**config.mk**
```make
export PLATFORM = sky130hd
export DESIGN_NAME = psu_ctrl
export DESIGN_NICKNAME = d
export VERILOG_FILES = /design/src/sv/png_scanline_unfilter_macros.svh /design/src/sv/psu_pkg.sv /design/src/sv/psu_ctrl.sv
export SDC_FILE = /design/constraint.sdc
export NUM_CORES = 1
export LEC_CHECK = 0
export BUFFER_PORTS_ARGS = -buffer_cell sky130_fd_sc_hd__buf_2
export CORE_AREA = 2 2 122 124
export CTS_CLUSTER_SIZE = 20
export DETAILED_ROUTE_END_ITERATION = 7
export DIE_AREA = 0 0 124 126
export GPL_TIMING_DRIVEN = 0
export PLACE_DENSITY = 0.72
export SYNTH_ARGS = -nofsm -noshare
export SYNTH_HDL_FRONTEND = slang
export SYNTH_SLANG_ARGS = --single-unit
```
**constraint.sdc**
```tcl
create_clock -name clk -period 8.5 [get_ports clk]
set_input_delay 1.7 -clock clk [delete_from_list [all_inputs] [get_ports clk]]
set_output_delay 1.7 -clock clk [all_outputs]
set_load 0.01 [all_outputs]
```
**src/sv/png_scanline_unfilter_macros.svh**
```systemverilog
// assertion macros used by the top-level file
`ifndef PNG_SCANLINE_UNFILTER_MACROS_SVH
`define PNG_SCANLINE_UNFILTER_MACROS_SVH

// property must hold at every edge outside reset
`define PSU_ASSERT(label, prop, msg) \
	label: assert property (@(posedge clk) disable iff (!arst_n) prop) \
		else $error(msg);

// condition must never be seen outside reset
`define PSU_NEVER(label, cond, msg) \
	label: assert property (@(posedge clk) disable iff (!arst_n) !(cond)) \
		else $error(msg);

`endif

```
**src/sv/psu_pkg.sv**
```systemverilog
package psu_pkg;

	localparam int MAX_WIDTH = 1024;
	localparam int MAX_BPP = 4;
	localparam int STORE_DEPTH = MAX_WIDTH * MAX_BPP;
	localparam int ADDR_W = $clog2(STORE_DEPTH);
	localparam int LANE_W = (MAX_BPP > 1) ? $clog2(MAX_BPP) : 1;
	localparam int ROWLEN_W = ADDR_W + 1;
	localparam int DIGITS = (ADDR_W + 1) / 2;

	localparam int WIDTH_W = 11;
	localparam int HEIGHT_W = 16;
	localparam int BPP_W = 3;
	localparam int CFG_DATA_W = 16;
	localparam int CFG_IDX_W = 2;

	localparam logic [CFG_IDX_W-1:0] CFG_IMAGE_WIDTH = 2'd0;
	localparam logic [CFG_IDX_W-1:0] CFG_IMAGE_HEIGHT = 2'd1;
	localparam logic [CFG_IDX_W-1:0] CFG_BYTES_PER_PIXEL = 2'd2;

	localparam logic [2:0] FILT_NONE = 3'd0;
	localparam logic [2:0] FILT_SUB = 3'd1;
	localparam logic [2:0] FILT_UP = 3'd2;
	localparam logic [2:0] FILT_AVG = 3'd3;
	localparam logic [2:0] FILT_PAETH = 3'd4;

	typedef struct packed {
		logic [7:0] in_byte;
		logic       image_start;
	} in_item_t;

	typedef struct packed {
		logic [7:0] out_byte;
		logic       end_of_row;
		logic       end_of_image;
		logic       bad_filter;
	} out_item_t;

	typedef struct packed {
		logic              bad;
		logic [7:0]        in_byte;
		logic [ADDR_W-1:0] pos;
		logic [LANE_W-1:0] lane;
		logic              left_ok;
		logic              first_row;
		logic [2:0]        filt;
		logic              eor;
		logic              eoi;
	} stage_t;

	function automatic logic [1:0] mod3(input logic [ADDR_W-1:0] x);
		logic [2*DIGITS-1:0] xp;
		logic [4:0] s;
		logic [2:0] t;
		xp = (2*DIGITS)'(x);
		s = '0;
		for (int i = 0; i < DIGITS; i++) begin
			s = s + 5'(xp[2*i +: 2]);
		end
		t = 3'(s[1:0]) + 3'(s[3:2]) + 3'(s[4]);
		if (t >= 3'd6) begin
			t = t - 3'd6;
		end else if (t >= 3'd3) begin
			t = t - 3'd3;
		end
		return t[1:0];
	endfunction

	function automatic logic [7:0] paeth(input logic [7:0] a, input logic [7:0] b,
			input logic [7:0] c);
		logic signed [10:0] p;
		logic signed [10:0] da;
		logic signed [10:0] db;
		logic signed [10:0] dc;
		logic [7:0] r;
		p = $signed({3'b0, a}) + $signed({3'b0, b}) - $signed({3'b0, c});
		da = p - $signed({3'b0, a});
		db = p - $signed({3'b0, b});
		dc = p - $signed({3'b0, c});
		if (da < 0) da = -da;
		if (db < 0) db = -db;
		if (dc < 0) dc = -dc;
		if (da <= db && da <= dc) begin
			r = a;
		end else if (db <= dc) begin
			r = b;
		end else begin
			r = c;
		end
		return r;
	endfunction

endpackage

```
**src/sv/psu_ctrl.sv**
```systemverilog
module psu_ctrl (
	input  logic                                clk,
	input  logic                                arst_n,
	input  logic                                take,
	input  psu_pkg::in_item_t                   in_item,
	input  logic                                s1_free,
	input  logic                                cfg_we,
	input  logic [psu_pkg::CFG_IDX_W-1:0]       cfg_index,
	input  logic [psu_pkg::CFG_DATA_W-1:0]      cfg_data,
	output logic                                stage_valid,
	output psu_pkg::stage_t                     stage,
	output logic                                rd_en,
	output logic [psu_pkg::ADDR_W-1:0]          rd_addr
);

	logic [psu_pkg::WIDTH_W-1:0]  width_q;
	logic [psu_pkg::HEIGHT_W-1:0] height_q;
	logic [psu_pkg::BPP_W-1:0]    bpp_q;

	logic [psu_pkg::ADDR_W-1:0]   pos_q;
	logic [psu_pkg::HEIGHT_W-1:0] row_q;
	logic [2:0]                   filt_q;
	logic                         await_q;
	logic                         first_q;
	logic                         halt_q;

	logic                         stage_valid_s1;
	psu_pkg::stage_t              stage_s1;

	logic [psu_pkg::WIDTH_W-1:0]  w_eff;
	logic [psu_pkg::HEIGHT_W-1:0] h_eff;
	logic [psu_pkg::BPP_W-1:0]    bpp_eff;
	logic [psu_pkg::ROWLEN_W-1:0] row_len;

	logic                         halt_c;
	logic                         await_c;
	logic                         first_c;
	logic [psu_pkg::HEIGHT_W-1:0] row_c;
	logic [psu_pkg::ADDR_W-1:0]   pos_c;
	logic                         eor;
	logic                         eoi;
	logic [psu_pkg::LANE_W-1:0]   lane;

	logic                         halt_d;
	logic                         await_d;
	logic                         first_d;
	logic [psu_pkg::HEIGHT_W-1:0] row_d;
	logic [psu_pkg::ADDR_W-1:0]   pos_d;
	logic [2:0]                   filt_d;
	logic                         has_res;
	logic                         is_bad;
	logic                         is_data;

	// clamped register values
	always_comb begin
		if (width_q == '0) begin
			w_eff = psu_pkg::WIDTH_W'(1);
		end else if (width_q > psu_pkg::WIDTH_W'(psu_pkg::MAX_WIDTH)) begin
			w_eff = psu_pkg::WIDTH_W'(psu_pkg::MAX_WIDTH);
		end else begin
			w_eff = width_q;
		end
		if (bpp_q == '0) begin
			bpp_eff = psu_pkg::BPP_W'(1);
		end else if (bpp_q > psu_pkg::BPP_W'(psu_pkg::MAX_BPP)) begin
			bpp_eff = psu_pkg::BPP_W'(psu_pkg::MAX_BPP);
		end else begin
			bpp_eff = bpp_q;
		end
		h_eff = (height_q == '0) ? psu_pkg::HEIGHT_W'(1) : height_q;
		row_len = psu_pkg::ROWLEN_W'(w_eff) * psu_pkg::ROWLEN_W'(bpp_eff);
	end

	always_comb begin
		halt_c = halt_q & ~in_item.image_start;
		await_c = await_q | in_item.image_start;
		first_c = first_q | in_item.image_start;
		row_c = in_item.image_start ? '0 : row_q;
		pos_c = in_item.image_start ? '0 : pos_q;

		eor = (psu_pkg::ROWLEN_W'(pos_c) + psu_pkg::ROWLEN_W'(1)) >= row_len;
		eoi = eor && ((17'(row_c) + 17'd1) >= 17'(h_eff));

		case (bpp_eff)
			3'd2: lane = psu_pkg::LANE_W'(pos_c[0]);
			3'd3: lane = psu_pkg::LANE_W'(psu_pkg::mod3(pos_c));
			3'd4: lane = psu_pkg::LANE_W'(pos_c[1:0]);
			default: lane = '0;
		endcase

		halt_d = halt_c;
		await_d = await_c;
		first_d = first_c;
		row_d = row_c;
		pos_d = pos_c;
		filt_d = filt_q;
		has_res = 1'b0;
		is_bad = 1'b0;
		is_data = 1'b0;

		if (!halt_c) begin
			if (await_c) begin
				if (in_item.in_byte > 8'(psu_pkg::FILT_PAETH)) begin
					halt_d = 1'b1;
					has_res = 1'b1;
					is_bad = 1'b1;
				end else begin
					filt_d = in_item.in_byte[2:0];
					await_d = 1'b0;
					pos_d = '0;
				end
			end else begin
				has_res = 1'b1;
				is_data = 1'b1;
				if (eor) begin
					await_d = 1'b1;
					pos_d = '0;
					if (eoi) begin
						row_d = '0;
						first_d = 1'b1;
					end else begin
						row_d = row_c + psu_pkg::HEIGHT_W'(1);
						first_d = 1'b0;
					end
				end else begin
					pos_d = pos_c + psu_pkg::ADDR_W'(1);
				end
			end
		end
	end

	always_ff @(posedge clk or negedge arst_n) begin
		if (!arst_n) begin
			width_q <= psu_pkg::WIDTH_W'(1);
			height_q <= psu_pkg::HEIGHT_W'(1);
			bpp_q <= psu_pkg::BPP_W'(1);
		end else if (cfg_we) begin
			unique case (cfg_index)
				psu_pkg::CFG_IMAGE_WIDTH: width_q <= cfg_data[psu_pkg::WIDTH_W-1:0];
				psu_pkg::CFG_IMAGE_HEIGHT: height_q <= cfg_data[psu_pkg::HEIGHT_W-1:0];
				psu_pkg::CFG_BYTES_PER_PIXEL: bpp_q <= cfg_data[psu_pkg::BPP_W-1:0];
				default: ;
			endcase
		end
	end

	always_ff @(posedge clk or negedge arst_n) begin
		if (!arst_n) begin
			pos_q <= '0;
			row_q <= '0;
			filt_q <= psu_pkg::FILT_NONE;
			await_q <= 1'b1;
			first_q <= 1'b1;
			halt_q <= 1'b0;
			stage_valid_s1 <= 1'b0;
		end else begin
			if (take) begin
				pos_q <= pos_d;
				row_q <= row_d;
				filt_q <= filt_d;
				await_q <= await_d;
				first_q <= first_d;
				halt_q <= halt_d;
			end
			if (s1_free) begin
				stage_valid_s1 <= take & has_res;
			end
		end
	end

	always_ff @(posedge clk) begin
		if (take) begin
			stage_s1.bad <= is_bad;
			stage_s1.in_byte <= in_item.in_byte;
			stage_s1.pos <= pos_c;
			stage_s1.lane <= lane;
			stage_s1.left_ok <= pos_c >= psu_pkg::ADDR_W'(bpp_eff);
			stage_s1.first_row <= first_c;
			stage_s1.filt <= filt_q;
			stage_s1.eor <= eor;
			stage_s1.eoi <= eoi;
		end
	end

	assign stage_valid = stage_valid_s1;
	assign stage = stage_s1;
	assign rd_en = take & is_data;
	assign rd_addr = pos_c;

endmodule

```
Word level (Yosys, flattened, before mapping)
Index checks and enable logic that the tools add are counted.

storage, ports and cells
  bits in registers = 95
  bits of input ports = 32
  output and inout port bits = 44

cells by class
  add/subtract/negate cells = 13
  multipliers = 1
  order comparisons = 8
  eq/ne operators = 5
  mux-type cells = 32
  bitwise logic cells = 8
  reductions and logical operators = 9

operators with widths
  kind                                                                              number
  16-bit two-way mux                                                                6
  12-bit two-way mux                                                                5
  11-bit two-way mux                                                                2
  16-bit by 1-bit adder with 17-bit output (second input constant)                  1
  17-bit by 16-bit greater-or-equal comparator with 1-bit output                    1
  16-bit by 1-bit adder with 16-bit output (second input constant)                  1
  16-bit logical NOT                                                                1
  1-bit two-way mux                                                                 14
  12-bit by 1-bit adder with 13-bit output (second input constant)                  1
  13-bit greater-or-equal comparator                                                1
  11-bit by 3-bit multiplier with 13-bit output                                     1
  12-bit by 1-bit adder with 12-bit output (second input constant)                  1
  12-bit by 3-bit greater-or-equal comparator with 1-bit output                     1
  11-bit greater-than comparator (second input constant)                            1
  11-bit logical NOT                                                                1
  5-bit by 2-bit adder with 5-bit output                                            2
  8-bit by 3-bit greater-than comparator with 1-bit output (second input constant)  1
  2-bit by 2-bit adder with 3-bit output                                            2
  3-bit by 2-bit equality test with 1-bit output (second input constant)            2
  3-bit two-way mux                                                                 2
  2-bit one-hot mux with 3 select lines                                             1
  2-bit AND reduction                                                               3
  4-bit by 2-bit adder with 5-bit output                                            1
  3-bit by 2-bit adder with 4-bit output                                            1
  16 further kinds                                                                  23

Depth between registers and ports, before layout
Gate-level depths: netlist of run 1.

  depth after elaboration = 12
  gate-level depth with buffers = 24
  gate-level depth less buffers = 24

Worst setup path before layout of run 1
Ideal clock, no wire load.

  path type = input-to-reg
  start point = input port in_item[0] in the netlist's numbering
  end point = register stage_s1 (netlist bit stage[8]) (data pin)
  library setup time = 254 ps
  data arrival time = 6462 ps
  data required time = 8246 ps
  setup slack = 1784 ps
  stages on the path = 17
  buffers on the path = 3
  cell sequence = buf_4 -> clkbuf_1 -> clkbuf_8 -> nor2b_1 -> fa_1 -> fa_1 -> fa_1 -> fa_1 -> xnor2_1 -> fa_1 -> inv_1 -> fa_1 -> ha_1 -> o22a_1 -> o32ai_1 -> a211oi_1 -> a21o_1

on the way
  cells in the longest elaborated chain, start to end = 12

RTL lines
  what                                                                                              RTL line                      text
  start, declared                                                                                   psu_ctrl.sv:5                 input psu_pkg::in_item_t in_item,
  12-bit two-way mux (*)                                                                            psu_ctrl.sv:79                pos_c = in_item.image_start ? '0 : pos_q;
  via rd_addr, one bit                                                                              psu_ctrl.sv:13                output logic [psu_pkg::ADDR_W-1:0] rd_addr
  2-bit by 2-bit adder with 3-bit output                                                            psu_pkg.sv:58                 s = s + 5'(xp[2*i +: 2]);
  3-bit by 2-bit adder with 4-bit output                                                            psu_pkg.sv:58
  4-bit by 2-bit adder with 5-bit output                                                            psu_pkg.sv:58
  5-bit by 2-bit adder with 5-bit output (2 in series)                                              psu_pkg.sv:58
  2-bit by 2-bit adder with 3-bit output                                                            psu_pkg.sv:60                 t = 3'(s[1:0]) + 3'(s[3:2]) + 3'(s[4]);
  3-bit by 1-bit adder with 3-bit output                                                            psu_pkg.sv:60
  3-bit by 2-bit greater-or-equal comparator with 1-bit output or 2-bit subtractor (tied branches)  psu_pkg.sv:63, psu_pkg.sv:64
  2-bit two-way mux                                                                                 psu_pkg.sv:63                 end else if (t >= 3'd3) begin
  2-bit two-way mux                                                                                 psu_pkg.sv:61                 if (t >= 3'd6) begin
  2-bit one-hot mux with 3 select lines (*)                                                         psu_ctrl.sv:84                case (bpp_eff)
  via lane, one bit                                                                                 psu_ctrl.sv:42                logic [psu_pkg::LANE_W-1:0] lane;
  end, declared                                                                                     psu_ctrl.sv:28                psu_pkg::stage_t stage_s1;

The timed path passes the listed nets; every way through them passes the cells marked *.
A chain may end at the register's enable or synchronous reset.

Final worst setup path of run 1
  start point = input port in_item[0] in the netlist's numbering
  end point = register stage_s1 (netlist bit stage[8]) (data pin)

on the way
  cells in the longest elaborated chain, start to end = 12

RTL lines
  what                                                                                              RTL line
  12-bit two-way mux (*)                                                                            psu_ctrl.sv:79
  2-bit by 2-bit adder with 3-bit output                                                            psu_pkg.sv:58
  3-bit by 2-bit adder with 4-bit output                                                            psu_pkg.sv:58
  4-bit by 2-bit adder with 5-bit output                                                            psu_pkg.sv:58
  5-bit by 2-bit adder with 5-bit output (2 in series)                                              psu_pkg.sv:58
  2-bit by 2-bit adder with 3-bit output                                                            psu_pkg.sv:60
  3-bit by 1-bit adder with 3-bit output                                                            psu_pkg.sv:60
  3-bit by 2-bit greater-or-equal comparator with 1-bit output or 2-bit subtractor (tied branches)  psu_pkg.sv:63, psu_pkg.sv:64
  2-bit two-way mux                                                                                 psu_pkg.sv:63
  2-bit two-way mux                                                                                 psu_pkg.sv:61
  2-bit one-hot mux with 3 select lines (*)                                                         psu_ctrl.sv:84
  via lane, one bit                                                                                 psu_ctrl.sv:42

Marks and branches as above.

==> metrics.md, run 1 <==
| Metric | Value |
|---|---|
| Outcome | `finished, final reports clean` |
| Synthesis-stage register bit count | `95` |
| Initial antenna violation count | `0` |
| Period minus WS final | `6.97 ns` |
| Die Y | `126 µm` |
| Nets@finish | `795` |
| Synth cell types | `66` |
| Design Power | `1240 µW` |
| Clk Latency, worst-skew pair | `~0.36 ns` |
| Worst EP arrival | `7.09 ns` |
| Post-route cell area | `approximately 7200 µm²` |
| Net Sw Frac | `0.314` |
| Starting density of the core | `0.444` |
| H-tree depth | `3` |
| PwrDens | `171 nW/µm²` |
| Syn_nets | `between 700 and 800` |
| Worst-path clk slew | `approximately 0.070 ns` |
| Fillers | `1299` |
| Tcrit/Tclk final | `0.820` |
| LEAKAGE | `0.00352 µW` |
| Ys Warns | `0` |
| Syn Std Cell Area | `6360 µm²` |
| Clock sink count | `95` |
| Internal power | `about 850 µW` |
| Post-route ant nets | `0` |
| Final Wtd Congestion | `0.912` |
| Critical-path maximum fanout | `10` |
| Uppermost layer routed | `met4` |
| Commonest non-fill, non-tap cell in the layout | `buf_2` |
| Slew @ Worst Pin | `0.838 ns` |
| Layout cell share with drive strength beyond 1 | `0.222` |
| CP required | `8.62 ns` |
| Top-area cell type share of the netlist area | `0.236` |
| Avg Inst Size Synth | `10.5 µm²` |
| Synth async-reset ratio | `0.684` |
| Seq pwr share | `0.447` |
| Final hold violation count | `0` |
| First-pass GRT wire length | `23800 µm` |
| Largest net degree at the start of global routing | `66` |
| Cts-stage hold buffer count | `0` |
| Worst min path class | `register to register` |
| Worst slew margin relative to its limit | `0.441` |
| Setup bufs post-CTS | `0` |
| EDFF count, synth | `30` |
| Die ar. | `15600 µm²` |
| Critical path launch point type | `input port` |
| Worst Hold Path Cells | `0` |
| N_diodes | `0` |
| Detailed-route via count | `4788` |
| Most frequent cells in the layout | `buf_2, dfrtp_1, inv_1, ha_1, nand2_1` |
| Synth area leader | `dfrtp_1` |
| Top_reg_cell synth | `dfrtp_1` |
| Setup TNS Final | `0 ns` |
| FF-to-FF path depth | `21` |
| Met3 WL | `878 µm` |
| Net switching power | `389 µW` |
| Synth area leaders | `dfrtp_1, edfxtp_1, ha_1` |
| WL met1 | `6690 µm` |
| Total Routing Usage GR | `0.194` |
| Row cnt | `44` |
| Die width | `124 µm` |
| Routed wl met2 | `6420 µm` |
| Max Fclk | `143 MHz` |
| TritonCTS Buffers | `9` |
| Drt total wl | `around 14000 µm` |
| Max-Cap Viols | `0` |
| Resized Gates After CTS | `0` |
| VDD IR max | `0.178 mV` |
| Post-detail-place hpwl | `10800 µm` |
| Seq/Total Area, Yosys | `0.399` |
| Critical path class | `input port to register` |
| CP endpoint kind | `register` |
| RSZ-0062 raised after global routing | `no` |
| Vias in the first global route | `4745` |
| Gr ovfl total | `0` |
| Synthesis-to-finish area growth | `14.1%` |
| Final setup violation count | `0` |
| Post-layout util | `0.506` |
| Slew Viols, Final | `0` |
| Wire per inst | `16.2 µm` |
| TritonCTS clock tree | `built` |
| CTS Buffer Depth | `2` |
| Port buffer count | `75` |
| DRC | `0` |
| DR iter-0 viols | `roughly 310` |
| Core box area | `14300 µm²` |
| Placed standard-cell area | `6960 µm²` |
| Setup Skew | `0.00932 ns` |
| Comb power frac | `0.234` |
| Avg Vias per Cell | `5.43` |
| Reg2reg setup slack | `2.59 ns` |
| 1st-pass router iterations | `5` |
| Min Hold Slack | `0.450 ns` |
| Cells after Synth | `606` |
| CTS root buffer | `clkbuf_16` |
| Clock power share | `0.319` |
| Ports | `76` |
[synth_stat cells (4+ instances only)]
cell type / number
dfrtp_1: 60
inv_1: 58
ha_1: 52
nand2_1: 47
nor2_1: 34
mux2_2: 32
edfxtp_1: 30
o21ai_0: 21
a21oi_1: 20
and2_1: 20
nand3_1: 20
fa_1: 19
nor2b_1: 18
a22o_1: 17
xnor2_1: 17
xor2_1: 15
and3_1: 12
nor3_1: 9
nand4_1: 8
nor4_1: 8
a21o_1: 7
a31oi_1: 5
dfstp_2: 5
a211oi_1: 4
[sequential cells by signal (all words and copies together) (netlist names)]
signal       flops
halt_q           1
height_q        16
row_q           16
bpp_q            3
pos_q           12
width_q         11
await_q          1
first_q          1
stage           30
filt_q           3
stage_valid      1
[worst max-delay path, cell delays in order]
cell and delay [ns]:
buf_2 0.12, buf_4 0.18, clkbuf_1 0.28, clkbuf_8 0.27, nor2b_1 0.48, fa_1 0.53
fa_1 0.50, fa_1 0.53, fa_1 0.47, xnor2_1 0.17, fa_1 0.39, inv_1 0.07
fa_1 0.50, ha_1 0.34, o22a_1 0.18, o32ai_1 0.14, a211oi_1 0.07, a21o_1 0.18
[stage by stage]
step           std cells  worst slack [ns]
2_1_floorplan        606              1.78
3_3_place_gp         865              1.25
3_5_place_dp         865              1.13
4_1_cts              881              1.52
5_1_grt              881              1.21
6_report             881              1.53
[cells by family after synthesis]
logic type | synth area share
simple gates | 0.169
compound gates | 0.116
flops | 0.399
buf+inv | 0.0478
fa+ha+maj | 0.162
mux | 0.0614
xor+xnor | 0.0441
[layout make-up]
class | count | area (µm²) | share of cell area
Timing Repair Buffer | 75 | 378 | 0.0521
Sequential cell | 95 | 2530 | 0.349
Tap cell | 184 | 230 | 0.0318
Inverter | 61 | 229 | 0.0316
Buffer | 10 | 75.1 | 0.0104
Clock buffer | 9 | 225 | 0.0311
Multi-Input combinational cell | 440 | 3520 | 0.485
Clock inverter | 7 | 60.1 | 0.00828
[metal layers]
layer  global-route usage  vias up
met1                0.276     2286
met5                    0        -
met3               0.0399       22
met4               0.0694        0
li1                     -     2323
met2                0.294      157
[power by group through the flow]
stage	registers (µW)	logic, µW	clock network, µW
CTS	554	291	405
global placement	560	276	0
finish	554	289	395
global route	560	331	422
detailed placement	563	288	0
floorplan	556	204	0
[path summary, 6_finish.rpt]
check,endpoint,from
max,stage[8]$_DFFE_PP_,in_item[0]
min,stage[3]$_DFFE_PP_,filt_q[1]$_DFFE_PN0P_
max in group asynchronous,height_q[4]$_DFFE_PN0P_,arst_n
max reg2reg,row_q[2]$_DFFE_PN0P_,bpp_q[0]$_DFFE_PN1P_
min reg2reg,stage[3]$_DFFE_PP_,filt_q[1]$_DFFE_PN0P_
min in group asynchronous,filt_q[1]$_DFFE_PN0P_,arst_n
No activity file was read; power rests on OpenSTA's default activity.
==> run 2: changes to the inputs <==
- clock period: 8.5 -> 6.85 ns (I/O delays scaled with it)
==> metrics.md, run 2 (synthesis gave the netlist of run 1 again) <==
| Metric | Value |
|---|---|
| Largest register FFs | `30 (unchanged)` |
| Global routing's busiest layer | `met2 (unchanged)` |
| Worst slew margin relative to its limit | `0.442 (was 0.441)` |
| Area of the multi-input gates | `3520 µm² (about the same)` |
| Layout cell share with drive strength beyond 1 | `0.225 (was 0.222)` |
| Max Fclk | `153 MHz` |
| VDD IR max | `0.221 mV (was 0.178 mV)` |
| Final hold violation count | `0 (unchanged)` |
| Tcrit/Tclk final | `0.952` |
| Largest net degree at the start of global routing | `66 (unchanged)` |
| CP required | `6.97 ns (was 8.62 ns)` |
| Detailed-route via count | `4813 (was 4788)` |
| Final setup violation count | `0 (unchanged)` |
| Nets@finish | `795 (unchanged)` |
| N_diodes | `0 (unchanged)` |
| Max-Cap Viols | `0 (unchanged)` |
| CTS root buffer | `clkbuf_16 (unchanged)` |
| Setup Skew | `0.00949 ns (was 0.00932 ns)` |
| Worst-path clk slew | `0.07 ns (about the same)` |
| DR iter-0 viols | `282 (was 314)` |
| PwrDens | `212 nW/µm² (was 171 nW/µm²)` |
| Critical-path maximum fanout | `10 (unchanged)` |
| H-tree depth | `3 (unchanged)` |
| CTS Buffer Depth | `2 (unchanged)` |
| Reg area | `2530 µm² (unchanged)` |
| Die width | `124 µm (unchanged)` |
| Outcome | `finished, final reports clean (unchanged)` |
| Worst min path class | `register to register (unchanged)` |
| Commonest non-fill, non-tap cell in the layout | `buf_2 (unchanged)` |
| Total Routing Usage GR | `0.194 (unchanged)` |
| Synthesis-to-finish area growth | `14.1% (about the same)` |
| Worst EP arrival | `6.63 ns (was 7.09 ns)` |
| Resized Gates After CTS | `0 (unchanged)` |
| Final Wtd Congestion | `0.912 (unchanged)` |
| RSZ-0062 raised after global routing | `no (unchanged)` |
| Met3 Resource Use GR | `0.0399 (unchanged)` |
| Drt total wl | `14200 µm (about the same)` |
| FF-to-FF path depth | `21 (unchanged)` |
| Placed standard-cell area | `6960 µm² (unchanged)` |
| GR Util met2 | `0.294 (unchanged)` |
| CP endpoint kind | `register (unchanged)` |
| Initial antenna violation count | `0 (unchanged)` |
| 1st-pass router iterations | `5 (unchanged)` |
| Slew @ Worst Pin | `0.836 ns (was 0.838 ns)` |
| Core box area | `14300 µm² (unchanged)` |
| Design Power | `1540 µW (was 1240 µW)` |
| Post-detail-place hpwl | `10800 µm (unchanged)` |
| TritonCTS Buffers | `9 (unchanged)` |
| Fillers | `1297 (was 1299)` |
| Avg Vias per Cell | `5.46 (was 5.43)` |
| Clk Latency, worst-skew pair | `0.36 ns (about the same)` |
| Setup TNS Final | `0 ns (unchanged)` |
| Slew Viols, Final | `0 (unchanged)` |
| Die ar. | `15600 µm² (unchanged)` |
| Die Y | `126 µm (unchanged)` |
| Ports | `76 (unchanged)` |
| Post-route ant nets | `0 (unchanged)` |
| Clock sink count | `95 (unchanged)` |
| Starting density of the core | `0.444 (unchanged)` |
| Post-layout util | `0.507 (was 0.506)` |
| GR Layer Usage met1 | `0.276 (unchanged)` |
| First-pass GRT wire length | `23800 µm (unchanged)` |
| Setup bufs post-CTS | `0 (unchanged)` |
| Gr ovfl total | `0 (unchanged)` |
| Worst Hold Path Cells | `0 (unchanged)` |
| Row cnt | `44 (unchanged)` |
| Port buffer count | `75 (unchanged)` |
| Wire per inst | `16.2 µm (about the same)` |
| LEAKAGE | `0.00352 µW (about the same)` |
| Period minus WS final | `6.52 ns` |
| Most frequent cells in the layout | `buf_2, dfrtp_1, inv_1, ha_1, nand2_1 (unchanged)` |
| Critical path class | `input port to register (unchanged)` |
| Critical path launch point type | `input port (unchanged)` |
| Cts-stage hold buffer count | `0 (unchanged)` |
| Vias in the first global route | `4745 (unchanged)` |
| TritonCTS clock tree | `built (unchanged)` |
| Post-route cell area | `7250 µm² (about the same)` |
| DRC | `0 (unchanged)` |
-- run 2: cell types whose count changed in the layout (fill, tap and decap cells not counted) --
cell / previous run / this run
nor2b_2: 0 / 2
nor2b_1: 18 / 16
-- run 2: worst max-delay path, cell delays in order --
cell,delay [ns]
buf_2,0.12
buf_4,0.18
clkbuf_1,0.29
nor2b_1,0.50
fa_1,0.50
inv_1,0.07
fa_1,0.43
fa_1,0.50
inv_1,0.04
ha_1,0.20
fa_1,0.40
xnor2_1,0.17
fa_1,0.39
inv_1,0.07
fa_1,0.50
ha_1,0.34
o22a_1,0.18
o32ai_1,0.14
a211oi_1,0.08
a21o_1,0.18
-- run 2: area by class of cell --
type,count,area share
Clock inverter,7,0.00828
Tap cell,184,0.0317
Timing Repair Buffer,75,0.0521
Inverter,61,0.0316
Buffer,10,0.0103
Clock buffer,9,0.0310
Multi-Input combinational cell,440,0.486
Sequential cell,95,0.349
-- run 2: power by group --
group	internal (µW)	leakage (µW)	switching, µW	total [µW]
Sequential	644	0.00112	43.9	688
Combinational	157	0.00226	202	359
Clock	254	0.000143	236	490
Total	1050	0.00352	482	1540
-- run 2: final timing paths --
path                                       start                 endpoint  slack [ns]
setup / recovery                      in_item[0]       stage[8]$_DFFE_PP_        0.33
min in group asynchronous                 arst_n    filt_q[1]$_DFFE_PN0P_        1.10
setup reg to reg            bpp_q[0]$_DFFE_PN1P_     row_q[2]$_DFFE_PN0P_        0.94
max in group asynchronous                 arst_n  height_q[4]$_DFFE_PN0P_        5.18
hold / removal             filt_q[1]$_DFFE_PN0P_       stage[3]$_DFFE_PP_        0.45
hold reg to reg            filt_q[1]$_DFFE_PN0P_       stage[3]$_DFFE_PP_        0.45
-- run 2: through the flow --
| stage | setup slack [ns] | cells | hold WS (ns) |
|---|---|---|---|
| 6_report | 0.332 | 881 | 0.450 |
| 5_1_grt | 0.00739 | 881 | 0.458 |
| 4_1_cts | 0.199 | 881 | 0.449 |
| 3_5_place_dp | -0.188 | 865 | 0.432 |
| 3_3_place_gp | -0.0696 | 865 | 0.426 |
| 2_1_floorplan | 0.464 | 606 | 0.419 |
-- run 2: layer usage --
layer / up-vias / routed length [µm]
met1: 2297 / 6660
met2: 165 / 6380
met5: - / 0
met4: 0 / 274
met3: 27 / 930
li1: 2324 / -
