<file path="config.mk">
export PLATFORM = sky130hd
export DESIGN_NAME = psu_recon
export DESIGN_NICKNAME = d
export VERILOG_FILES = /design/src/sv/png_scanline_unfilter_macros.svh /design/src/sv/psu_pkg.sv /design/src/sv/psu_recon.sv
export SDC_FILE = /design/constraint.sdc
export NUM_CORES = 1
export LEC_CHECK = 0
export BUFFER_PORTS_ARGS = -buffer_cell sky130_fd_sc_hd__buf_4
export CAP_MARGIN = 40
export CORE_UTILIZATION = 50
export DETAILED_ROUTE_END_ITERATION = 7
export GPL_ROUTABILITY_DRIVEN = 0
export PLACE_DENSITY = 0.8
export RECOVER_POWER = 50
export SYNTH_ARGS = -nofsm -noshare
export SYNTH_HDL_FRONTEND = slang
export SYNTH_SLANG_ARGS = --single-unit
</file>
<file path="constraint.sdc">
create_clock -name clk -period 11.78 [get_ports clk]
set_input_delay 0 -clock clk [delete_from_list [all_inputs] [get_ports clk]]
set_output_delay 0 -clock clk [all_outputs]
set_load 0.02 [all_outputs]
</file>
<file path="src/sv/png_scanline_unfilter_macros.svh">
// assertion macros used by the top-level file
`ifndef PNG_SCANLINE_UNFILTER_MACROS_SVH
`define PNG_SCANLINE_UNFILTER_MACROS_SVH

// property must hold at every edge outside reset
`define PSU_ASSERT(label, prop, msg) \
	label: assert property (@(posedge clk) disable iff (!arst_n) prop) \
		else $error(msg);

// condition must never be seen outside reset
`define PSU_NEVER(label, cond, msg) \
	label: assert property (@(posedge clk) disable iff (!arst_n) !(cond)) \
		else $error(msg);

`endif

</file>
<file path="src/sv/psu_pkg.sv">
package psu_pkg;

	localparam int MAX_WIDTH = 1024;
	localparam int MAX_BPP = 4;
	localparam int STORE_DEPTH = MAX_WIDTH * MAX_BPP;
	localparam int ADDR_W = $clog2(STORE_DEPTH);
	localparam int LANE_W = (MAX_BPP > 1) ? $clog2(MAX_BPP) : 1;
	localparam int ROWLEN_W = ADDR_W + 1;
	localparam int DIGITS = (ADDR_W + 1) / 2;

	localparam int WIDTH_W = 11;
	localparam int HEIGHT_W = 16;
	localparam int BPP_W = 3;
	localparam int CFG_DATA_W = 16;
	localparam int CFG_IDX_W = 2;

	localparam logic [CFG_IDX_W-1:0] CFG_IMAGE_WIDTH = 2'd0;
	localparam logic [CFG_IDX_W-1:0] CFG_IMAGE_HEIGHT = 2'd1;
	localparam logic [CFG_IDX_W-1:0] CFG_BYTES_PER_PIXEL = 2'd2;

	localparam logic [2:0] FILT_NONE = 3'd0;
	localparam logic [2:0] FILT_SUB = 3'd1;
	localparam logic [2:0] FILT_UP = 3'd2;
	localparam logic [2:0] FILT_AVG = 3'd3;
	localparam logic [2:0] FILT_PAETH = 3'd4;

	typedef struct packed {
		logic [7:0] in_byte;
		logic       image_start;
	} in_item_t;

	typedef struct packed {
		logic [7:0] out_byte;
		logic       end_of_row;
		logic       end_of_image;
		logic       bad_filter;
	} out_item_t;

	typedef struct packed {
		logic              bad;
		logic [7:0]        in_byte;
		logic [ADDR_W-1:0] pos;
		logic [LANE_W-1:0] lane;
		logic              left_ok;
		logic              first_row;
		logic [2:0]        filt;
		logic              eor;
		logic              eoi;
	} stage_t;

	function automatic logic [1:0] mod3(input logic [ADDR_W-1:0] x);
		logic [2*DIGITS-1:0] xp;
		logic [4:0] s;
		logic [2:0] t;
		xp = (2*DIGITS)'(x);
		s = '0;
		for (int i = 0; i < DIGITS; i++) begin
			s = s + 5'(xp[2*i +: 2]);
		end
		t = 3'(s[1:0]) + 3'(s[3:2]) + 3'(s[4]);
		if (t >= 3'd6) begin
			t = t - 3'd6;
		end else if (t >= 3'd3) begin
			t = t - 3'd3;
		end
		return t[1:0];
	endfunction

	function automatic logic [7:0] paeth(input logic [7:0] a, input logic [7:0] b,
			input logic [7:0] c);
		logic signed [10:0] p;
		logic signed [10:0] da;
		logic signed [10:0] db;
		logic signed [10:0] dc;
		logic [7:0] r;
		p = $signed({3'b0, a}) + $signed({3'b0, b}) - $signed({3'b0, c});
		da = p - $signed({3'b0, a});
		db = p - $signed({3'b0, b});
		dc = p - $signed({3'b0, c});
		if (da < 0) da = -da;
		if (db < 0) db = -db;
		if (dc < 0) dc = -dc;
		if (da <= db && da <= dc) begin
			r = a;
		end else if (db <= dc) begin
			r = b;
		end else begin
			r = c;
		end
		return r;
	endfunction

endpackage

</file>
<file path="src/sv/psu_recon.sv">
module psu_recon (
	input  logic                       clk,
	input  logic                       arst_n,
	input  logic                       stage_valid,
	input  psu_pkg::stage_t            stage,
	input  logic [7:0]                 rd_data,
	input  logic                       out_stall,
	output logic                       s1_free,
	output logic                       out_valid,
	output psu_pkg::out_item_t         out_item,
	output logic                       ram_we,
	output logic [psu_pkg::ADDR_W-1:0] ram_addr,
	output logic [7:0]                 ram_data
);

	logic [7:0] left_q [psu_pkg::MAX_BPP];
	logic [7:0] ul_q [psu_pkg::MAX_BPP];
	logic       out_valid_q;
	psu_pkg::out_item_t out_q;

	logic       adv;
	logic [7:0] above;
	logic [7:0] left;
	logic [7:0] ul;
	logic [8:0] sum9;
	logic [7:0] pred;
	logic [7:0] val;

	assign s1_free = !stage_valid || !out_valid_q || !out_stall;
	assign adv = stage_valid && (!out_valid_q || !out_stall);

	always_comb begin
		above = stage.first_row ? 8'd0 : rd_data;
		left = stage.left_ok ? left_q[stage.lane] : 8'd0;
		ul = (stage.left_ok && !stage.first_row) ? ul_q[stage.lane] : 8'd0;
		sum9 = 9'(left) + 9'(above);
		case (stage.filt)
			psu_pkg::FILT_SUB: pred = left;
			psu_pkg::FILT_UP: pred = above;
			psu_pkg::FILT_AVG: pred = sum9[8:1];
			psu_pkg::FILT_PAETH: pred = psu_pkg::paeth(left, above, ul);
			default: pred = 8'd0;
		endcase
		val = stage.in_byte + pred;
	end

	// neighbour history per lane
	always_ff @(posedge clk or negedge arst_n) begin
		if (!arst_n) begin
			for (int i = 0; i < psu_pkg::MAX_BPP; i++) begin
				left_q[i] <= 8'd0;
				ul_q[i] <= 8'd0;
			end
		end else if (adv && !stage.bad) begin
			left_q[stage.lane] <= val;
			ul_q[stage.lane] <= above;
		end
	end

	always_ff @(posedge clk or negedge arst_n) begin
		if (!arst_n) begin
			out_valid_q <= 1'b0;
		end else if (adv) begin
			out_valid_q <= 1'b1;
		end else if (!out_stall) begin
			out_valid_q <= 1'b0;
		end
	end

	always_ff @(posedge clk) begin
		if (adv) begin
			if (stage.bad) begin
				out_q.out_byte <= 8'd0;
				out_q.end_of_row <= 1'b0;
				out_q.end_of_image <= 1'b0;
				out_q.bad_filter <= 1'b1;
			end else begin
				out_q.out_byte <= val;
				out_q.end_of_row <= stage.eor;
				out_q.end_of_image <= stage.eoi;
				out_q.bad_filter <= 1'b0;
			end
		end
	end

	assign out_valid = out_valid_q;
	assign out_item = out_q;
	assign ram_we = adv && !stage.bad;
	assign ram_addr = stage.pos;
	assign ram_data = val;

endmodule

</file>
# --- Yosys cells after proc, flatten, opt, wreduce, memory -nomap -nowiden ---
# Index checks and enable logic that the tools add are counted.
totals:
  regBits: 76
  inputBits: 42
  out_inout_bits: 34
  wordCells: 75
op_classes:
  n_addsub: 10
  magnitude_cmp: 8
  eq_ne: 5
  mux: 25
  bitwise_logic: 1
  reduce_logical: 13
ops:
  columns: ["op", "count"]
  rows:
  - ["$mux W8", 10]
  - ["$mux W11", 6]
  - ["$bwmux W32", 2]
  - ["$le A11 B11 Y1", 3]
  - ["$lt A11 B1 Y1 const B", 3]
  - ["$neg A11 Y11", 3]
  - ["$sub A10 B9 Y11", 3]
  - ["$bmux W8 S2", 2]
  - ["$pmux W8 S4", 1]
  - ["$add A8 B8 Y9", 2]
  - ["$demux W8 S2", 1]
  - ["$sub A9 B8 Y10", 1]
  - ["$add A8 B8 Y8", 1]
  - ["$eq A3 B2 Y1 const B", 2]
  - ["$logic_and A1 B1 Y1", 5]
  - ["$logic_not A1 Y1", 5]
  - ["$eq A3 B1 Y1 const B", 1]
  - ["$eq A3 B3 Y1 const B", 1]
  - ["$ge A3 B3 Y1 const B", 1]
  - ["$logic_or A1 B1 Y1", 3]
  - ["$lt A3 B1 Y1 const B", 1]
  - ["$mux W1", 3]
  - ["$not A2 Y3", 1]
  - ["$ne A2 B1 Y1 const B", 1]

# --- Depth between registers and ports, before layout ---
# Gate-level depths: netlist of the first run.
logic_depth:
  word_depth: 17
  depth_mapped: 41
  ltp_nobuf: 40

# --- Worst setup path after synthesis of the first run ---
# OpenSTA, ideal clock, no wires.
synth_timing:
  path_type: "input to register"
  start: "in stage[7] (netlist name)"
  end: "reg out_q, in the netlist out_item[10], data pin"
  setup_time_ns: 0.269
  t_arrival_ns: 8.222
  t_required_ns: 11.511
  setup_slack_ns: 3.289
  cell_stages: 37
  path_buffers: 3
  cell_sequence: "buf_6 > clkbuf_1 > mux4_2 > and2_1 > fa_1 > inv_1 > fa_1 > nor2b_1 > nor2_1 > nor2_1 > nor2_1 > xnor2_1 > ha_1 > o21ai_0 > a21oi_1 > o41ai_1 > xnor2_1 > or3_1 > o221a_2 > ha_1 > a21o_1 > a21o_1 > a41oi_1 > o221ai_1 > nor2_1 > buf_2 > a211oi_1 > o32ai_1 > ha_1 > a21o_1 > a21oi_1 > nor2b_1 > o21a_1 > o41ai_1 > xnor2_1 > a21boi_1 > nor3b_1"
synth_between:
  elab_chain_cells: 16
  elab_cells_between_ends: 35
  cone_classes: "add/sub: 10; order compare: 6; mux: 17; bitwise: 1; reduce/logical: 1"
synth_lines:
  columns: ["item", "line", "text"]
  rows:
  - ["start, declared", "psu_recon.sv:5", "input psu_pkg::stage_t stage,"]
  - ["$not A2 Y3 (not written as such) (*)", "psu_recon.sv:34, psu_recon.sv:35", null]
  - ["$bmux W8 S2", "psu_recon.sv:34", "left = stage.left_ok ? left_q[stage.lane] : 8'd0;"]
  - ["$mux W8 (not written as such) (2 in a row)", "psu_recon.sv:34", null]
  - ["$mux W8", "psu_recon.sv:34", null]
  - ["$add A8 B8 Y9", "psu_pkg.sv:76, psu_recon.sv:36", null]
  - ["$sub A9 B8 Y10", "psu_pkg.sv:76", "p = $signed({3'b0, a}) + $signed({3'b0, b}) - $signed({3'b0, c});"]
  - ["$sub A10 B9 Y11, on equally long branches", "psu_pkg.sv:78, psu_pkg.sv:77, psu_pkg.sv:79", null]
  - ["$neg A11 Y11 (tied with other cells)", "psu_pkg.sv:81", "if (db < 0) db = -db;"]
  - ["$mux W11, on equally long branches", "psu_pkg.sv:81, psu_pkg.sv:80, psu_pkg.sv:82", null]
  - ["$mux W11", "psu_recon.sv:37", "case (stage.filt)"]
  - ["$le A11 B11 Y1, on equally long branches", "psu_pkg.sv:85, psu_pkg.sv:83", null]
  - ["$mux W8 or $logic_and A1 B1 Y1 (tied branches)", "psu_pkg.sv:85, psu_pkg.sv:83", null]
  - ["$mux W8", "psu_pkg.sv:83", "if (da <= db && da <= dc) begin"]
  - ["$pmux W8 S4 (*)", "psu_recon.sv:37", null]
  - ["$add A8 B8 Y8 (*)", "psu_recon.sv:44", "val = stage.in_byte + pred;"]
  - ["end, declared", "psu_recon.sv:19", "psu_pkg::out_item_t out_q;"]
# Every way passes the cells marked *; elsewhere a longest branch is shown, timed or not. The select of a mux whose other input is x is not followed.
# A chain may end at the register's enable or synchronous reset.

# --- Worst setup path in the final report of the first run ---
layout_timing:
  start: "reg ul_q[8] (netlist name)"
  end: "out ram_data[7]"
layout_between:
  elab_chain_cells: 14
  elab_cells_between_ends: 28
  cone_classes: "add/sub: 8; order compare: 6; mux: 13; reduce/logical: 1"
layout_lines:
  columns: ["item", "line", "text"]
  rows:
  - ["start, declared", "psu_recon.sv:17", "logic [7:0] ul_q [psu_pkg::MAX_BPP];"]
  - ["start signal, assigned by index", "psu_recon.sv:56", "ul_q[stage.lane] <= above;"]
  - ["$bmux W8 S2 (*)", "psu_recon.sv:35", "ul = (stage.left_ok && !stage.first_row) ? ul_q[stage.lane] : 8'd0;"]
  - ["$mux W8 (not written as such) (*) (2 in a row)", "psu_recon.sv:35", null]
  - ["$mux W8 (*)", "psu_recon.sv:35", null]
  - ["$sub A9 B8 Y10", "psu_pkg.sv:76", null]
  - ["$sub A10 B9 Y11, on equally long branches", "psu_pkg.sv:78, psu_pkg.sv:77, psu_pkg.sv:79", null]
  - ["$neg A11 Y11 (tied with other cells)", "psu_pkg.sv:81", null]
  - ["$mux W11, on equally long branches", "psu_pkg.sv:81, psu_pkg.sv:80, psu_pkg.sv:82", null]
  - ["$mux W11", "psu_recon.sv:37", null]
  - ["$le A11 B11 Y1, on equally long branches", "psu_pkg.sv:85, psu_pkg.sv:83", null]
  - ["$mux W8 or $logic_and A1 B1 Y1 (tied branches)", "psu_pkg.sv:85, psu_pkg.sv:83", null]
  - ["$mux W8 (*)", "psu_pkg.sv:83", null]
  - ["$pmux W8 S4 (*)", "psu_recon.sv:37", null]
  - ["$add A8 B8 Y8 (*)", "psu_recon.sv:44", null]
  - ["end, declared", "psu_recon.sv:13", "output logic [7:0] ram_data"]
# Marked as above.

==> results of run 1 <==
Yosys cell counts, types with 4 or more instances:
master,instances,area [sq um]
nor2_1,47,176
o211ai_1,4,30.0
ha_1,77,963
nor3_1,10,50.1
mux2_2,6,67.6
or2_2,4,25.0
fa_1,13,260
clkbuf_1,19,71.3
or3_1,12,75.1
a211o_1,6,52.6
and2_1,12,75.1
a22oi_1,8,60.1
dfrtp_1,65,1630
nand3_1,19,95.1
or4_1,4,30.0
a21o_1,16,120
mux2i_1,10,100
a21oi_1,23,115
o21a_1,9,67.6
buf_4,12,90.1
nand4_1,10,62.6
nand2b_1,19,119
xnor2_1,34,298
mux4_2,10,225
xor2_1,26,228
edfxtp_1,11,330
a211oi_1,9,67.6
nand2_1,132,495
nor2b_1,22,138
o21ai_0,85,425
a31oi_1,5,31.3
inv_1,63,236
o221ai_1,6,52.6
per-stage QoR:
stage          hold slack (ps)  setup WS, ps
2_1_floorplan             -296          3290
3_3_place_gp             0.137          2520
3_5_place_dp             0.137          2290
4_1_cts                  0.137          2060
5_1_grt                 0.0591          1090
6_report               0.00882          1850
layout by cell type, fill, tap and decap left out, drive strengths merged, types with 22 or more instances in the layout:
cell type,instances
nand2,132
o21ai,86
ha,77
dfrtp,65
inv,64
nor2,48
buf,41
xnor2,34
xor2,26
clkbuf,25
a21oi,24
nor2b,22
repair_timing:
action                                 CTS  global route
endpoints found under the hold margin   69             0
setup buffers                            0             0
hold buffers                             6             0
worst max-delay path, delay by kind of cell (launching register included):
kind / cells / cell delay [ps]
AO/OA/AOI/OAI: 15 / 3840
XOR/XNOR: 3 / 1050
adder cells (fa/ha/maj): 6 / 1890
buffers and inverters: 3 / 310
flip-flops: 1 / 380
multiplexers: 1 / 540
AND/OR/NAND/NOR: 7 / 1600
registers in the layout, indices dropped and copies added (netlist names):
register and cells:
left_q 32, ul_q 32, out_item 11, out_valid 1
cells by family after synthesis:
group / synth area share
adders and majority gates: 0.164
AOI/OAI and AO/OA: 0.186
and+or+nand+nor: 0.194
other: 0.00101
xor gates and xnor gates: 0.0705
muxes: 0.0633
buffers and inverters: 0.0586
DFF: 0.263
worst max path at each step:
stage | from | end | slack, ps | cells past startpoint
3_3_place_gp | stage[7] | out_item[10] | 2520 | 37
6_report | ul_q[8] | ram_data[7] | 1850 | 35
2_1_floorplan | stage[7] | out_item[10] | 3290 | 37
5_1_grt | ul_q[8] | ram_data[7] | 1090 | 36
4_1_cts | left_q[1] | ram_data[7] | 2060 | 33
3_5_place_dp | stage[7] | out_item[10] | 2290 | 35
layer usage:
layer	routed length, um	vias to the layer above	global-route usage
met5	0	-	0
met4	662	0	0.117
met3	1130	50	0.0366
met2	9920	249	0.460
met1	8200	3091	0.343
li1	-	3151	-
final cells by class:
cell class / instances / area [sq um] / area share
multi-input combinational: 696 / 5060 / 0.613
clock inverter: 6 / 62.6 / 0.00758
sequential: 76 / 1960 / 0.237
tap: 184 / 230 / 0.0279
timing repair buffer: 62 / 467 / 0.0566
clock buffer: 10 / 239 / 0.0290
inverter: 63 / 236 / 0.0287
==> impl_metrics.py, run 1 <==
metrics = {
    "outcome": {
        "status": "finished, violations left",
        "violations": "max-capacitance violations, max-slew violations",
    },
    "floorplanning": {
        "pin_count": 76,
        "coreArea_sq_um": 14500,
        "die_x_um": 124,
        "initial_utilization": 0.513,
        "rows": 44,
        "die_h_um": 124,
        "die_area_sq_um": 15400,
    },
    "yosys": {
        "ys_seq_area_frac": 0.263,
        "avgSynthCellArea_sq_um": 8.55,
        "synth_cell_types": 72,
        "synth_edf_count": 11,
        "syn_area_sq_um": 7450,
        "synth_ff_type": "dfrtp_1",
        "syn_inst": 872,
        "syn-num-nets": 1004,
        "ys_seq_elements": 76,
        "async_flop_share": 0.855,
        "yosys_warnings": 0,
    },
    "drt": {
        "drcViolationCount": 0,
        "ant_nets": 0,
        "via_per_inst": 5.96,
        "wirelength_um": 19900,
        "wire_per_inst_um": 18.2,
        "drt_iter0_markers": 674,
        "firstDrtPassIters": 6,
        "vias": 6541,
    },
    "setup_path": {
        "cp_max_fo": 13,
        "startpoint_type": "flop",
        "end_kind": "primary output",
        "r2r_slack_ps": 2080,
        "critical-path-slowest-cell": "nor2_1",
        "reg2reg_depth": 34,
        "r2r-end": "out_item[10]",
        "worstPathRequired_ps": 11780,
        "slowest_delay_ps": 640,
        "cp.arrival_ps": 9930,
        "criticalPathCategory": "flop to primary output",
        "r2r_start": "ul_q[8]",
        "crit_path_frequent_cell": "ha_1",
    },
    "cts": {
        "cts_resized": 0,
        "clkSinkCount": 76,
        "cts_buffers": 9,
        "clock-root-buffer": "clkbuf_16",
        "clock_latency_ps": 340,
        "clockBufferDepth": 2,
        "htreeDepth": 3,
        "cts_tree": "built",
        "clk_pin_slew_ps": 60,
    },
    "global_routing": {
        "grt_max_degree": 66,
        "track_usage": 0.271,
        "overflow": 0,
        "grt_pass1_vias": 6193,
        "grt_pass1_wl_um": 31600,
        "antenna_found_initial": 0,
    },
    "sta": {
        "hold_violations": 0,
        "grt_setup_unrepaired": "no",
        "tightest_slew_ps": 3450,
        "slew_violations": 66,
        "post-route-period-util": 0.843,
        "fin_setup_tns_ps": 0,
        "slew_headroom": -1.30,
        "period_minus_slack_ps": 9930,
        "fmax_ghz": 0.101,
        "fin_skew_ps": 7.03,
        "setup_violations": 0,
    },
    "layout": {
        "nets": 1040,
        "drive_gt1_frac": 0.0964,
        "final_area_sq_um": 8250,
        "stdcell_count": 1097,
        "final_util": 0.568,
        "area_growth_pct": 10.7,
        "insertedDiodeCount": 0,
        "fillers": 1316,
    },
    "placement": {
        "placed_cells": 1075,
        "place_area_sq_um": 7950,
        "dp_hpwl_um": 15400,
        "port_buffers": 51,
    },
    "run": {
        "drv_cap": 1,
    },
    "hold_path": {
        "whs_endpoint": "ram_addr[10]",
        "worstHoldStart": "stage[19]",
        "hold_path_class": "input pin to primary output",
        "min_path_cells": 0,
    },
}
Power of run 1 is left out: the tool's default activity adds up to more than one toggle a clock period on the data nets, which glitch-free logic cannot reach.
==> run 2: changes to the inputs <==
- ABC_AREA: unset -> 1
- clock period: 11.78 -> 9.8 ns (I/O delays scaled with it)
==> run 2 against run 1 <==
Against the previous run:
- the flow still finishes with violations (max-capacitance violations, max-slew violations)
- clock skew down 2.1 ps
- final cell count rose by 16%
- die area fell by 0.34%
- critical path depth up 13
- area after synthesis fell by 0.34%
- cell area is 0.44% lower
- sequential share of layout area grew 0.10 points
- sequential cell count stayed put
- utilization decreased by 0.25 points
- largest cell class unchanged
==> impl_metrics.py, run 2 <==
metrics = {
    "drt": {
        "wirelength_um": 19100,
        "ant_nets": 0,
        "drt_iter0_markers": 684,
        "wire_per_inst_um": 15.0,
        "firstDrtPassIters": 7,
        "vias": 6919,
        "drcViolationCount": 0,
        "via_per_inst": 5.45,
    },
    "global_routing": {
        "antenna_found_initial": 0,
        "overflow": 0,
        "grt_max_degree": 66,
        "track_usage": 0.263,
        "grt_pass1_vias": 6425,
        "grt_pass1_wl_um": 31100,
    },
    "yosys": {
        "synth_cell_types": 50,
        "yosys_warnings": 0,
        "avgSynthCellArea_sq_um": 7.20,
        "syn-num-nets": 1163,
        "synth_top_area_share": 0.219,
        "synth_area_leaders": "dfrtp_1, ha_1, nand2_1, inv_1, o21ai_0",
        "ys_seq_area_frac": 0.263,
        "synth_common_cells": "nand2_1, inv_1, o21ai_0",
        "syn_inst": 1031,
        "synth.most_common_cell": "nand2_1",
        "synth_edf_count": 11,
        "syn_area_sq_um": 7430,
        "synth_ff_type": "dfrtp_1",
        "ys_seq_elements": 76,
        "async_flop_share": 0.855,
        "synth_top_area_cell": "dfrtp_1",
    },
    "setup_path": {
        "startpoint_type": "flop",
        "criticalPathCategory": "flop to primary output",
        "r2r_slack_ps": 1570,
        "worstPathRequired_ps": 9800,
        "slowest_delay_ps": 510,
        "end_kind": "primary output",
        "cp_max_fo": 10,
        "reg2reg_depth": 48,
        "cp.arrival_ps": 8410,
        "crit_path_frequent_cell": "nand2_1",
        "critical-path-slowest-cell": "fa_1",
    },
    "sta": {
        "fin_setup_tns_ps": 0,
        "setup_violations": 0,
        "period_minus_slack_ps": 8410,
        "slew_headroom": -1.30,
        "whs_ps": 0.00758,
        "hold_violations": 0,
        "post-route-period-util": 0.858,
        "grt_setup_unrepaired": "no",
        "tightest_slew_ps": 3450,
        "fin_skew_ps": 4.88,
        "slew_violations": 66,
        "fmax_ghz": 0.119,
    },
    "hold_path": {
        "min_path_cells": 0,
        "hold_path_class": "input pin to primary output",
    },
    "run": {
        "drv_cap": 1,
    },
    "layout": {
        "final_common_cell": "nand2_1",
        "fillers": 1340,
        "insertedDiodeCount": 0,
        "area_growth_pct": 10.6,
        "nets": 1212,
        "final_cell_mix": "nand2_1, inv_1, o21ai_0, ha_1, dfrtp_1",
        "drive_gt1_frac": 0.112,
    },
    "cts": {
        "cts_buffers": 9,
        "cts_resized": 0,
        "htreeDepth": 3,
        "clkSinkCount": 76,
        "clockBufferDepth": 2,
        "cts_tree": "built",
        "clock_latency_ps": 330,
        "clk_pin_slew_ps": 50,
        "clock-root-buffer": "clkbuf_16",
    },
    "floorplanning": {
        "rows": 44,
        "coreArea_sq_um": 14500,
        "die_area_sq_um": 15300,
        "pin_count": 76,
        "die_h_um": 124,
        "initial_utilization": 0.511,
        "die_x_um": 124,
    },
    "outcome": {
        "status": "finished, violations left",
        "violations": "max-capacitance violations, max-slew violations",
    },
    "placement": {
        "dp_hpwl_um": 15300,
        "port_buffers": 51,
    },
}
==> run 2: cell type report <==
cell class,count,area [sq um],area share
Tap cell,184,230,0.0280
Inverter,185,699,0.0851
Sequential cell,76,1960,0.238
Multi-Input combinational cell,744,4600,0.561
Clock buffer,11,233,0.0283
Clock inverter,5,53.8,0.00655
Timing Repair Buffer,64,437,0.0532
==> run 2: per-layer routing <==
layer / share of wire / GRT usage / routed length (um)
met4: 0.022 / 0.0730 / 410
met5: 0 / 0 / 0
met1: 0.45 / 0.362 / 8480
met3: 0.083 / 0.0462 / 1580
met2: 0.45 / 0.422 / 8590
==> run 2: worst max-delay path: cells and delay by family (launching register included) <==
kind | cells | cell delay, ps
fa+ha+maj | 5 | 1830
buf+inv | 8 | 790
compound gates | 14 | 2350
simple gates | 18 | 1910
xor+xnor | 3 | 810
flops | 1 | 370
==> run 2: worst paths after layout <==
kind | startpoint | end
worst max-delay path | ul_q[2] | ram_data[7]
worst min-delay path | stage[11] | ram_addr[2]
worst max register to register | ul_q[2] | out_item[9]
worst min register to register | left_q[15] | left_q[15]
max in group asynchronous | arst_n | left_q[10]
min in group asynchronous | arst_n | ul_q[6]
==> run 2: cells by family (layout without fill, tap and decap cells) <==
| family | Yosys count | after routing | synth area share |
|---|---|---|---|
| xor gates and xnor gates | 51 | 51 | 0.0612 |
| AOI/OAI and AO/OA | 195 | 195 | 0.151 |
| buffers and inverters | 211 | 265 | 0.117 |
| DFF | 76 | 76 | 0.263 |
| other | 2 | 2 | 0.00101 |
| adders and majority gates | 90 | 90 | 0.165 |
| and+or+nand+nor | 406 | 406 | 0.242 |
==> run 2: repair_timing <==
| action | CTS | global route |
|---|---|---|
| setup endpoints to repair | 0 | 0 |
| hold endpoints to repair | 69 | 0 |
| hold buffers | 6 | 0 |
| setup buffers | 0 | 0 |
==> run 2: metrics by stage <==
| step | util | instances | area [sq um] | setup slack [ps] |
|---|---|---|---|---|
| 2_1_floorplan | - | 1031 | 7430 | 2400 |
| 3_3_place_gp | 0.543 | 1243 | 7900 | 1450 |
| 3_5_place_dp | 0.545 | 1247 | 7920 | 1450 |
| 4_1_cts | 0.569 | 1269 | 8270 | 1490 |
| 5_1_grt | 0.565 | 1269 | 8210 | 556 |
| 6_report | 0.565 | 1269 | 8210 | 1390 |
Power of run 2 is left out for the same reason.
==> run 3: changes to the inputs <==
- BUFFER_PORTS_ARGS: -buffer_cell sky130_fd_sc_hd__buf_4 -> unset
- CELL_PAD_IN_SITES_DETAIL_PLACEMENT: unset -> 0
- CELL_PAD_IN_SITES_GLOBAL_PLACEMENT: unset -> 2
- CORE_UTILIZATION: 50 -> 38
- DONT_BUFFER_PORTS: unset -> 1
- PLACE_DENSITY: 0.8 -> 0.93
==> run 3 against run 2 <==
Against the previous run:
- the flow still finishes with violations (max-capacitance violations, max-slew violations)
- clock skew rose by 3.5 ps
- fmax shrank 4.2%
- hold slack about the same
- wire length up 7.4%
- setup slack got worse by 370 ps
- sequential share of layout area up 0.52 points
- via count shrank 6.3%
- critical path depth fell by 2
- first-iteration DRC count fell by 42%
- count of clock-buffer cells in the layout unchanged
- final cell count rose by 2.3%
- utilization down 14 points
- critical endpoint is now out_item[9]
- largest cell class unchanged
- highest routed layer unchanged
==> impl_metrics.py, run 3 (synthesized netlist as in run 2, its figures left out) <==
metrics = {
    "hold_path": {
        "whs_endpoint": "ram_addr[0]",
        "worstHoldStart": "stage[9]",
        "min_path_cells": 0,
        "hold_path_class": "input pin to primary output",
    },
    "global_routing": {
        "grt_max_degree": 66,
        "track_usage": 0.216,
        "antenna_found_initial": 0,
        "grt_pass1_vias": 6224,
        "grt_pass1_wl_um": 33500,
        "overflow": 0,
    },
    "layout": {
        "nets": 1165,
        "final_cell_mix": "nand2_1, inv_1, o21ai_0, ha_1, dfrtp_1",
        "final_area_sq_um": 8040,
        "drive_gt1_frac": 0.0857,
        "insertedDiodeCount": 0,
        "area_growth_pct": 8.22,
        "final_common_cell": "nand2_1",
    },
    "cts": {
        "clockBufferDepth": 2,
        "clock-root-buffer": "clkbuf_16",
        "clock_latency_ps": 340,
        "cts_buffers": 9,
        "cts_setup_buffers": 0,
        "clk_pin_slew_ps": 60,
        "clkSinkCount": 76,
        "cts_tree": "built",
        "htreeDepth": 3,
    },
    "sta": {
        "post-route-period-util": 0.896,
        "grt_setup_unrepaired": "no",
        "slew_headroom": -1.39,
        "fin_skew_ps": 8.36,
        "period_minus_slack_ps": 8780,
        "tightest_slew_ps": 3590,
        "setup_violations": 0,
        "fin_setup_tns_ps": 0,
        "fmax_ghz": 0.114,
        "slew_violations": 66,
        "hold_violations": 0,
        "whs_ps": 0.00775,
    },
    "setup_path": {
        "cp.arrival_ps": 8970,
        "end_kind": "flop",
        "r2r-end": "out_item[9]",
        "r2r_start": "ul_q[3]",
        "worstPathRequired_ps": 9990,
        "criticalPathCategory": "flop to flop",
        "reg2reg_depth": 46,
        "r2r_slack_ps": 1020,
        "slowest_delay_ps": 700,
        "critical-path-slowest-cell": "o21ai_0",
        "startpoint_type": "flop",
        "cp_max_fo": 15,
    },
    "placement": {
        "port_buffers": 0,
        "dp_hpwl_um": 16600,
        "place_area_sq_um": 7650,
    },
    "floorplanning": {
        "coreArea_sq_um": 19000,
        "die_area_sq_um": 20100,
        "pin_count": 76,
        "rows": 50,
        "die_h_um": 142,
        "die_x_um": 142,
        "initial_utilization": 0.392,
    },
    "drt": {
        "wirelength_um": 20500,
        "firstDrtPassIters": 5,
        "wire_per_inst_um": 15.8,
        "vias": 6484,
        "via_per_inst": 5.00,
        "ant_nets": 0,
        "drt_iter0_markers": 400,
        "drcViolationCount": 0,
    },
    "outcome": {
        "status": "finished, violations left",
        "violations": "max-capacitance violations, max-slew violations",
    },
    "run": {
        "drv_cap": 1,
    },
}
-- run 3: how the worst max path moves through the flow --
stage          startpoint           to  cells after the start
5_1_grt          ul_q[18]   left_q[22]                     48
6_report          ul_q[3]  out_item[9]                     46
3_5_place_dp     stage[7]   left_q[30]                     49
4_1_cts          ul_q[26]   left_q[30]                     48
3_3_place_gp     stage[7]   left_q[30]                     49
2_1_floorplan    stage[8]  out_item[9]                     51
-- run 3: what timing repair did --
| action | CTS | global route |
|---|---|---|
| resized for setup | 0 | 0 |
| hold buffers | 8 | 0 |
| endpoints found under the hold margin | 83 | 0 |
-- run 3: worst max-delay path, delay by kind of cell (launching register included) --
| kind | cells | cell delay [ps] |
|---|---|---|
| AND/OR/NAND/NOR | 19 | 2330 |
| AO/OA/AOI/OAI | 10 | 1810 |
| XOR/XNOR | 3 | 1270 |
| adder cells (fa/ha/maj) | 6 | 2150 |
| buffers and inverters | 8 | 680 |
| flip-flops | 1 | 360 |
-- run 3: per-layer routing --
metal | wire length [um] | track usage
met1 | 10700 | 0.329
met2 | 8860 | 0.332
met3 | 830 | 0.0267
met4 | 112 | 0.0311
met5 | 0 | 0
-- run 3: cell type report --
class,instances,area [sq um]
Tap cell,260,325
Multi-Input combinational cell,744,4600
Timing Repair Buffer,17,141
Clock buffer,11,233
Sequential cell,76,1960
Fill cell,2003,10900
Clock inverter,5,77.6
Inverter,185,699
-- run 3: per-stage QoR --
| step | utilization | setup WS (ps) | cells |
|---|---|---|---|
| 6_report | 0.424 | 1020 | 1298 |
| 3_3_place_gp | 0.403 | 1050 | 1273 |
| 3_5_place_dp | 0.404 | 983 | 1274 |
| 2_1_floorplan | - | 2400 | 1031 |
| 5_1_grt | 0.424 | 152 | 1298 |
| 4_1_cts | 0.425 | 1060 | 1298 |
Power of run 3 is left out for the same reason.
